## config.mk

```make
export PLATFORM = sky130hd
export DESIGN_NAME = prpi_front
export DESIGN_NICKNAME = d
export VERILOG_FILES = /design/src/rtl/prpi_pkg.sv /design/src/rtl/prpi_front.sv
export SDC_FILE = /design/constraint.sdc
export NUM_CORES = 1
export LEC_CHECK = 0
export ABC_AREA = 1
export BUFFER_PORTS_ARGS = -buffer_cell sky130_fd_sc_hd__buf_2
export CAP_MARGIN = 20
export CORE_ASPECT_RATIO = 0.7
export CORE_UTILIZATION = 30
export DETAILED_ROUTE_END_ITERATION = 6
export GPL_TIMING_DRIVEN = 0
export PLACE_DENSITY = 0.88
export SLEW_MARGIN = 0
export SYNTH_ARGS = -nofsm -noshare
export SYNTH_HDL_FRONTEND = slang
export SYNTH_SLANG_ARGS = --single-unit
```

## constraint.sdc

```tcl
create_clock -name vclk -period 0.9
set_input_delay 0.09 -clock vclk [all_inputs]
set_output_delay 0.09 -clock vclk [all_outputs]
set_load 0.01 [all_outputs]
```

## src/rtl/prpi_pkg.sv

```systemverilog
`default_nettype none
package prpi_pkg;

  // command codes of an input word
  localparam logic [1:0] CMD_WR_OFFSET = 2'd0;
  localparam logic [1:0] CMD_WR_TARGET = 2'd1;
  localparam logic [1:0] CMD_RUN       = 2'd2;
  localparam logic [1:0] CMD_READ      = 2'd3;

  // register indexes on the configuration port
  localparam logic [1:0] REG_VERTEX_COUNT  = 2'd0;
  localparam logic [1:0] REG_DAMPING       = 2'd1;
  localparam logic [1:0] REG_THRESHOLD     = 2'd2;
  localparam logic [1:0] REG_ITER_LIMIT    = 2'd3;

  // result kinds
  localparam logic KIND_RUN  = 1'b0;
  localparam logic KIND_RANK = 1'b1;

  localparam int QUEUE_DEPTH = 4;
  localparam int QPW         = $clog2(QUEUE_DEPTH);

  typedef struct packed {
    logic [1:0]  op;
    logic [13:0] slot;
    logic [13:0] datum;
    logic        in_range;
  } prpi_cmd_t;

  typedef struct packed {
    logic full;
    logic empty;
  } prpi_qstat_t;

  typedef struct packed {
    logic [15:0] damping;
    logic [31:0] threshold;
    logic [15:0] limit;
  } prpi_cfg_t;

endpackage
`default_nettype wire

```

## src/rtl/prpi_front.sv

```systemverilog
`default_nettype none
module prpi_front
  import prpi_pkg::*;
#(
  parameter int MAX_VERTICES = 1024,
  parameter int MAX_EDGES    = 8192,
  parameter int VW           = 11
) (
  input  wire logic          in_valid,
  output logic               in_ready,
  input  wire logic [1:0]    in_command,
  input  wire logic [13:0]   in_slot,
  input  wire logic [13:0]   in_datum,
  input  wire logic [VW-1:0] n_active,
  input  wire prpi_qstat_t   qstat,
  output logic               push,
  output prpi_cmd_t          entry
);

  logic keep;

  // writes outside the stores are taken and dropped here
  always_comb begin
    case (in_command)
      CMD_WR_OFFSET: keep = (32'(in_slot) <= 32'(MAX_VERTICES));
      CMD_WR_TARGET: keep = (32'(in_slot) < 32'(MAX_EDGES));
      default:       keep = 1'b1;
    endcase
  end

  assign in_ready       = !qstat.full;
  assign push           = in_valid && !qstat.full && keep;
  assign entry.op       = in_command;
  assign entry.slot     = in_slot;
  assign entry.datum    = in_datum;
  assign entry.in_range = (32'(in_slot) < 32'(n_active));

endmodule
`default_nettype wire

```

### Word level (Yosys, flattened, before mapping)

Cells that the tools add are included.
W data, S select, Z words.

* output and inout port bits: 33
* register bits: 0
* bits of input ports: 44

* muxes and demuxes: 1
* reduce and logical (&&, ||, !) cells: 4
* $lt $le $gt $ge: 3
* equality and inequality tests: 1

Operators with widths (count)
* $le A14 B11 Y1 const B: 1
* $lt A14 B11 Y1: 1
* $lt A14 B14 Y1 const B: 1
* $eq A2 B1 Y1 const B: 1
* $logic_and A1 B1 Y1: 2
* $logic_not A2 Y1: 1
* $pmux W1 S2: 1
* $logic_not A1 Y1: 1

### Longest topological paths before layout

* word-level depth: 3
* depth in mapped cells: 8

### Worst setup path after synthesis

Ideal clock, no wire load.

* path type: input -> output
* start: in n_active[9]
* end: out entry[0] (netlist name)
* data required time: 0.810 ns
* arrival time: 0.906 ns
* path buffers: 0
* slack: -0.096 ns
* cell stages on the path: 7
* path through: inv_1 -> ha_1 -> a21oi_1 -> o21ai_0 -> nand2_1 -> nand2_1 -> a21oi_1

RTL lines
* start: declaration: line prpi_front.sv:14 `input wire logic [VW-1:0] n_active,`
* end: declaration: line prpi_front.sv:17 `output prpi_cmd_t entry`

==> impl_metrics.py <==
metrics = {
    "synthesis": {
        "ys_seq_area_share_pct": 0,
        "yosys_warnings": 0,
        "synth_area_per_cell_sq_um": 6.446,
        "synthTopCellsByArea": "buf_4, ha_1, inv_1",
        "synth_area_leader_cell": "buf_4",
        "ys_types": 16,
        "netlist_area_sq_um": 593.1,
        "syn_inst": 92,
        "syn_nets": 146,
        "synth_top_area_share_pct": 37.97,
    },
    "sta": {
        "slew_viol_final": 0,
        "relSlewSlack_pct": 88.37,
        "rsz0062_at_grt": "yes",
        "min_period_over_period_pct": 126.9,
        "setup_tns_ns": -0.3197,
        "fin_ws_ns": -0.2423,
        "hold_violations": 0,
        "fin_crit_ns": 1.142,
        "tightestPinTransition_ns": 0.1744,
        "setup_viol": 2,
        "fmaxAchievable_mhz": 875.4,
    },
    "place": {
        "gp_congestion": 0.6334,
        "dpl-instance-area_sq_um": 952.2,
        "io_buffer_count": 62,
        "pre_cts_ws_ns": -0.3211,
        "dp_cells": 176,
        "place.detailed.hpwl_mm": 1.229,
    },
    "drt": {
        "totalWireLength_mm": 1.364,
        "drc": 0,
        "wl_met3_um": 126,
        "drtIter0Drc": 4,
        "viasPerCell": 4.056,
        "ant_nets": 0,
        "top_layer": "met3",
        "wl_per_cell_um": 7.706,
        "met2_length_um": 657,
        "drt-met1-wl_um": 580,
        "vias": 718,
        "first_pass_iters": 4,
    },
    "status": {
        "outcome": "finished, violations left",
        "violations": "setup timing",
    },
    "final_layout": {
        "fin_nets": 211,
        "clkbuf_count": 0,
        "drive_gt1_share_pct": 72.26,
        "fillers": 188,
        "area_growth_pct": 77.22,
        "stdcell_count": 177,
        "finalInstanceArea_sq_um": 1051,
        "seq_area_sq_um": 0,
        "seq_cell_count": 0,
        "diodes": 0,
        "final_util_pct": 56.68,
    },
    "critical_path": {
        "critical_path.most_common_cell": "nand2_1",
        "required_ns": 0.81,
        "path_class": "primary input to output port",
        "cp-end-kind": "output port",
        "worst_ep_arrival_time_ns": 1.05,
        "worstSetupStartpointType": "primary input",
        "critPathMaxStageDelay_ns": 0.25,
        "path_max_fanout": 2,
        "crit_slowest_cell": "ha_4",
        "path_cells": "buf_6 -> inv_4 -> ha_4 -> inv_2 -> or2_4 -> nor2_2 -> nand2_1 -> nand2_1 -> a21oi_2 -> buf_2",
    },
    "die": {
        "fp.dieH_um": 39.20,
        "pin_count": 77,
        "start_util_pct": 31.98,
        "die_w_um": 55.14,
        "die_area_sq_um": 2161,
        "core_sq_um": 1854,
        "row_count": 13,
    },
    "pwr": {
        "p_per_area_nw_per_um2": 451.4,
        "total_leakage_power_nw": 0.6236,
        "vdd_drop_max_v": 0.0002170,
    },
    "hold_path": {
        "hold_path.class": "primary input to output port",
        "hold_depth": 2,
        "min_to": "entry[1]",
        "holdCritStartpoint": "in_datum[0]",
    },
    "global_route": {
        "grt_overflow": 0,
        "grt_antenna_before_repair": 0,
        "track_usage_pct": 11.88,
        "grt_pass1_wl_mm": 1.932,
        "grt_max_degree": 5,
        "grt_pass1_vias": 540,
    },
    "flow_run": {
        "cap_violations": 0,
    },
}
[critical path: cells and delay by family]
kind,cells,cell delay [ns]
buf+inv,4,0.26
compound gates,1,0.03
simple gates,4,0.42
fa+ha+maj,1,0.25
[cell type report]
type / instances / area [sq um] / share of cell area, %
multi-input cells: 46 / 395.4 / 37.62
repair buffers: 63 / 340.3 / 32.38
plain buffers: 30 / 225.2 / 21.43
inverters: 16 / 62.56 / 5.952
well taps: 22 / 27.53 / 2.619
[power by group]
group	total, mW	switching (mW)	internal, mW
clock network	0	0	0
logic	0.474	0.201	0.273
registers	0	0	0
[metrics by stage]
step	hold slack, ns	power, mW
floorplan	0.2310	0.2525
global placement	0.3631	0.4142
detailed placement	0.3633	0.4228
CTS	0.3631	0.4419
global route	0.3670	0.5352
finish	0.3626	0.4744
[cells by family after synthesis]
| kind of cell | synth area share (%) |
|---|---|
| compound gates | 10.76 |
| fa+ha+maj | 21.10 |
| buf+inv | 48.10 |
| simple gates | 20.04 |
[routing by layer]
metal | track usage, % | vias to the layer above
met2 | 22.89 | 35
met1 | 15.54 | 297
met3 | 0 | 0
li1 | - | 386
met4 | 0 | 0
met5 | 0 | -
[placed cells by master, fill, tap and decap left out]
cell type,Yosys,routed
buf_2,0,59
buf_4,30,31
inv_1,16,13
nand2_1,11,11
nor2_1,7,6
a21oi_2,1,5
ha_4,0,5
ha_1,10,5
nor3_2,2,3
or2_4,1,2
a21oi_1,6,2
inv_2,0,2
buf_6,0,2
inv_4,0,1
nand3_1,1,1
o21bai_1,1,1
o21a_1,1,1
o21ai_0,2,1
nand4_1,1,1
o21ai_1,0,1
nor2_2,0,1
buf_8,0,1
[what timing repair did]
item | CTS | global route
gates resized for setup | 7 | 12
hold buffers | 0 | 0
setup endpoints to repair | 2 | 2
pin swaps | 3 | 3
buffers inserted | 1 | 0
[cell usage after synthesis (2+ instances only)]
master   instances
inv_1           16
nor3_2           2
buf_4           30
ha_1            10
a21oi_1          6
nand2_1         11
nor2_1           7
o21ai_0          2
[how the worst max path moves through the flow]
stage | start | endpoint | slack (ns) | cells after the start
finish | n_active[10] | entry[0] | -0.24 | 10
global route | n_active[10] | entry[0] | -0.30 | 10
CTS | in_slot[10] | entry[0] | -0.30 | 9
detailed placement | in_slot[10] | entry[0] | -0.32 | 9
global placement | in_slot[10] | entry[0] | -0.31 | 9
floorplan | n_active[10] | entry[0] | -0.04 | 8
Note: power is estimated with default switching activity, not from simulation.
