===== src/rtl/prpi_pkg.sv =====
`default_nettype none
package prpi_pkg;

  // command codes of an input word
  localparam logic [1:0] CMD_WR_OFFSET = 2'd0;
  localparam logic [1:0] CMD_WR_TARGET = 2'd1;
  localparam logic [1:0] CMD_RUN       = 2'd2;
  localparam logic [1:0] CMD_READ      = 2'd3;

  // register indexes on the configuration port
  localparam logic [1:0] REG_VERTEX_COUNT  = 2'd0;
  localparam logic [1:0] REG_DAMPING       = 2'd1;
  localparam logic [1:0] REG_THRESHOLD     = 2'd2;
  localparam logic [1:0] REG_ITER_LIMIT    = 2'd3;

  // result kinds
  localparam logic KIND_RUN  = 1'b0;
  localparam logic KIND_RANK = 1'b1;

  localparam int QUEUE_DEPTH = 4;
  localparam int QPW         = $clog2(QUEUE_DEPTH);

  typedef struct packed {
    logic [1:0]  op;
    logic [13:0] slot;
    logic [13:0] datum;
    logic        in_range;
  } prpi_cmd_t;

  typedef struct packed {
    logic full;
    logic empty;
  } prpi_qstat_t;

  typedef struct packed {
    logic [15:0] damping;
    logic [31:0] threshold;
    logic [15:0] limit;
  } prpi_cfg_t;

endpackage
`default_nettype wire


===== src/rtl/prpi_fifo.sv =====
`default_nettype none
module prpi_fifo
  import prpi_pkg::*;
(
  input  wire logic        clk,
  input  wire logic        rst_n,
  input  wire logic        push,
  input  wire prpi_cmd_t   push_data,
  input  wire logic        pop,
  output prpi_cmd_t        head,
  output prpi_qstat_t      qstat
);

  prpi_cmd_t        q_mem [QUEUE_DEPTH];
  logic [QPW-1:0]   wr_ptr_r, wr_ptr_nxt;
  logic [QPW-1:0]   rd_ptr_r, rd_ptr_nxt;
  logic [QPW:0]     cnt_r, cnt_nxt;

  always_comb begin
    wr_ptr_nxt = push ? wr_ptr_r + 1'b1 : wr_ptr_r;
    rd_ptr_nxt = pop ? rd_ptr_r + 1'b1 : rd_ptr_r;
    cnt_nxt    = cnt_r + (QPW+1)'(push) - (QPW+1)'(pop);
  end

  always_ff @(posedge clk) begin
    if (!rst_n) begin
      wr_ptr_r <= '0;
      rd_ptr_r <= '0;
      cnt_r    <= '0;
    end else begin
      wr_ptr_r <= wr_ptr_nxt;
      rd_ptr_r <= rd_ptr_nxt;
      cnt_r    <= cnt_nxt;
    end
  end

  always_ff @(posedge clk) begin
    if (push) begin
      q_mem[wr_ptr_r] <= push_data;
    end
  end

  assign head        = q_mem[rd_ptr_r];
  assign qstat.full  = (cnt_r == (QPW+1)'(QUEUE_DEPTH));
  assign qstat.empty = (cnt_r == '0);

endmodule
`default_nettype wire


===== config.mk =====
export PLATFORM = sky130hd
export DESIGN_NAME = prpi_fifo
export DESIGN_NICKNAME = d
export VERILOG_FILES = /design/src/rtl/prpi_pkg.sv /design/src/rtl/prpi_fifo.sv
export SDC_FILE = /design/constraint.sdc
export NUM_CORES = 1
export LEC_CHECK = 0
export ABC_AREA = 1
export BUFFER_PORTS_ARGS = -buffer_cell sky130_fd_sc_hd__clkbuf_2
export CAP_MARGIN = 20
export CORE_ASPECT_RATIO = 0.7
export CORE_MARGIN = 5
export CORE_UTILIZATION = 40
export DETAILED_ROUTE_END_ITERATION = 10
export GPL_ROUTABILITY_DRIVEN = 0
export PLACE_DENSITY_LB_ADDON = 0.2
export SLEW_MARGIN = 5
export SYNTH_ARGS = -nofsm -noshare
export SYNTH_HDL_FRONTEND = slang
export SYNTH_SLANG_ARGS = --single-unit

===== constraint.sdc =====
create_clock -name clk -period 1.8 [get_ports clk]
set_input_delay 0.27 -clock clk [delete_from_list [all_inputs] [get_ports clk]]
set_output_delay 0.27 -clock clk [all_outputs]
set_load 0.005 [all_outputs]

# --- Word level (Yosys, flattened, before mapping) ---
# Memories as Yosys holds them, arrays and structs flattened. A register that Yosys moved wholly into a read port is not among the register bits.
# Index checks and enable logic that the tools add are counted.
word_totals:
  register_bits: 7
  mem_bits_rw: 124
  wordCells: 14
  mem_count: 1
  output_inout_bits: 33
  input_bits: 35
classes:
  muxes: 4
  reduce_logical: 1
  n_eq_ne: 1
  add_sub_neg: 4
mem_list:
  columns: ["memory", "words", "width", "rd", "rd_ports_with_merged_regs", "write_ports", "line", "text"]
  rows:
  - ["q_mem", 4, 31, 1, 1, 1, "prpi_fifo.sv:14", "prpi_cmd_t q_mem [QUEUE_DEPTH];"]
op_table:
  columns: ["operator", "n"]
  rows:
  - ["2-bit by 1-bit adder with 2-bit output (second input constant)", 2]
  - ["2-bit 2-to-1 mux", 2]
  - ["3-bit by 1-bit adder with 3-bit output", 1]
  - ["3-bit == test (second input constant)", 1]
  - ["3-bit zero test", 1]
  - ["3-bit by 1-bit subtractor with 3-bit output", 1]
  - ["1-bit 2-to-1 mux", 2]

# --- Longest topological paths before layout ---
depth:
  depth_word: 3
  ltp_mapped: 9
  ltp_nobuf: 9

# --- Least setup slack after synthesis ---
# No wires, ideal clock.
synth_path:
  kind: "register to register"
  from: "register wr_ptr_r[0]"
  to: "memory q_mem[2][0] (netlist name), enable pin"
  n_path_buf: 0
  setup_slack_ps: 211
  required_time_ps: 1414
  period_less_slack_ps: 1589
  stages_incl_launch_ff: 5
  arrival_ps: 1203
  setup_time_ps: 386
  cell_sequence: "dfxtp_1 > inv_1 > ha_1 > nand2_1 > inv_1"
synth_rtl:
  columns: ["item", "line", "text"]
  rows:
  - ["from (decl)", "prpi_fifo.sv:15", "logic [QPW-1:0] wr_ptr_r, wr_ptr_nxt;"]
  - ["from (signal assigned)", "prpi_fifo.sv:31", "wr_ptr_r <= wr_ptr_nxt;"]
  - ["to (decl)", "prpi_fifo.sv:14", null]
# No word-level cell before the write port.

==> flow_summary.yaml <==
detailed_routing:
  routed_via_density: 4.55
  wl_per_cell_um: 15.2
  drt_iter0_drc: 113
  num_vias: 3239
  drt_wl_total_um: 10800
  dr.pass1.iters: 4
  antenna_left: 0
  drcViolationCount: 0
status:
  status: "finished, final reports clean"
synth:
  avgSynthCellArea_um2: 13.3
  synth_cell_type_count: 17
  syn-num-nets: 460
  yosysWarnings: 0
  ys_seq_area_frac: 0.703
  syn-cell-area_um2: 5550
  synth_cells: 418
  synth-seq-cells: 133
placed_design:
  dp_hpwl_um: 6330
  portBuffers: 67
  dpl_cell_area_um2: 6160
  dp_slack_ns: 0.178
timing:
  rsz0062_at_grt: "yes"
  fin_crit_sh: 0.990
  max_freq_mhz: 561
  min_period_ns: 1.78
  tightest_slew_ns: 0.334
  slew_headroom: 0.777
  skew_ns: 0.00711
  setup_viol: 0
  hold_viol: 0
  layout_setup_ws_ns: 0.0185
  drv_slew: 0
worst_setup_path:
  cp.required_ns: 1.53
  crit_arrival_ns: 1.51
  endpoint_kind: "output port"
  critical_path_class: "flip-flop to output port"
  critPathLaunchType: "flip-flop"
  cp_max_fo: 8
final_layout:
  layout_common_cells: "edfxtp_1 (124), inv_1 (74), clkbuf_2 (67)"
  syn2layout_area_growth_pct: 25.5
  antennaDiodeCount: 0
  nFillCells: 1217
  nets: 552
  final_area_um2: 6960
  layout_commonest_cell: "edfxtp_1"
  drive_above_1_share: 0.372
job:
  drv_cap: 0
pwr:
  totalPowerFinal_mw: 7.47
  powerDensity_nw_per_um2: 1070
  peakVddDrop_mv: 0.619
  power_leakage_nw: 2.76
die:
  ios: 68
  die_h_um: 109
  die_w_um: 151
  initial_core_util: 0.404
  dieArea_um2: 16400
  core.rowCount: 36
  core_um2: 13700
clock_network:
  cts.clk_slew.worst_paths_ns: 0.05
  cts_tree: "done"
  cts_root_buf: "clkbuf_16"
  clk_latency_ns: 0.40
  clock_sinks: 133
  htree_levels: 4
  cts.path.max_buffers: 2
  cts_buffers: 17
  hold_buffers: 0
grt:
  grt_pass1_wl_um: 15800
  grt_remaining_overflow: 0
  grt_max_degree: 41
  antenna_found_initial: 1
  track_usage: 0.131
  grt_pass1_vias: 3110
hold_path:
  hp-class: "input port to flip-flop"
sequential cells by signal, summed over array words and instances, names as in the netlist, named ones only:
register / count
rd_ptr_r: 2
q_mem: 124
wr_ptr_r: 2
cnt_r: 3
Yosys cell counts (all sizes together):
cell / n / share of area
nand2: 72 / 0.061
nor3: 1 / 0.00090
a21oi: 37 / 0.033
edfxtp: 124 / 0.67
nand3: 1 / 0.00090
fa: 1 / 0.0036
inv: 78 / 0.053
o21ai: 35 / 0.032
dfxtp: 9 / 0.032
o211ai: 31 / 0.070
buf: 18 / 0.025
ha: 6 / 0.014
nor2: 2 / 0.0014
clkbuf: 3 / 0.0020
area by class of cell:
type / count / area (um^2) / share of cell area
clock buffers: 21 / 440 / 0.0632
well taps: 190 / 238 / 0.0341
flip-flops and latches: 133 / 3910 / 0.562
clock inverters: 10 / 85.1 / 0.0122
repair buffers: 94 / 736 / 0.106
inverters: 78 / 293 / 0.0420
multi-input cells: 186 / 1260 / 0.181
where the power goes:
group	internal, mW	switching, mW	leakage (nW)	total (mW)
clock network	1.88	1.18	0.260	3.05
registers	3.54	0.0546	1.21	3.59
logic	0.352	0.475	1.28	0.827
kinds of logic (layout without fill, tap and decap cells):
family / count (synthesis) / count (layout) / synth area share
flops: 133 / 133 / 0.703
compound gates: 103 / 103 / 0.135
buf+inv: 99 / 203 / 0.0800
simple gates: 76 / 76 / 0.0645
fa+ha+maj: 7 / 7 / 0.0171
stage by stage:
stage                     hold WS [ns]   util  cells  TNS, ns
after detailed placement         0.462  0.448    668        0
final                           0.0832  0.507    712        0
after floorplan                  0.362      -    418        0
after global placement           0.461  0.448    668        0
after CTS                       0.0648  0.490    702  -0.0148
after global routing            0.0701  0.507    712   -0.436
final timing paths:
path	startpoint	cells past startpoint	end	slack [ns]
setup reg to reg	cnt_r[0]$_SDFF_PN0_	9	cnt_r[2]$_SDFF_PN0_	0.21
hold reg to reg	rd_ptr_r[1]$_SDFFE_PN0P_	2	flip-flop	0.46
setup / recovery	flip-flop	6	head[23]	0.02
hold / removal	push_data[14]	1	q_mem[2][14]$_DFFE_PP_	0.08
metal layers:
metal  track usage  part of all wire
met3        0.0478             0.053
met2         0.202              0.46
met1         0.170              0.47
met4        0.0524             0.011
met5             0           0.00065
worst max-delay path, cell delays in order, from the launching register on:
cell	delay [ns]
dfxtp_4	0.39
buf_12	0.17
buf_12	0.14
a21oi_2	0.12
o21ai_1	0.06
nand2_1	0.09
clkbuf_2	0.12
repair_timing:
| item | in CTS | in global routing |
|---|---|---|
| setup buffers | 2 | 4 |
| cloned | 1 | 6 |
| gates resized for setup | 1 | 30 |
| pin swaps | 1 | 10 |
| endpoints found under the setup margin | 25 | 24 |
No activity file was read; power rests on OpenSTA's default activity.
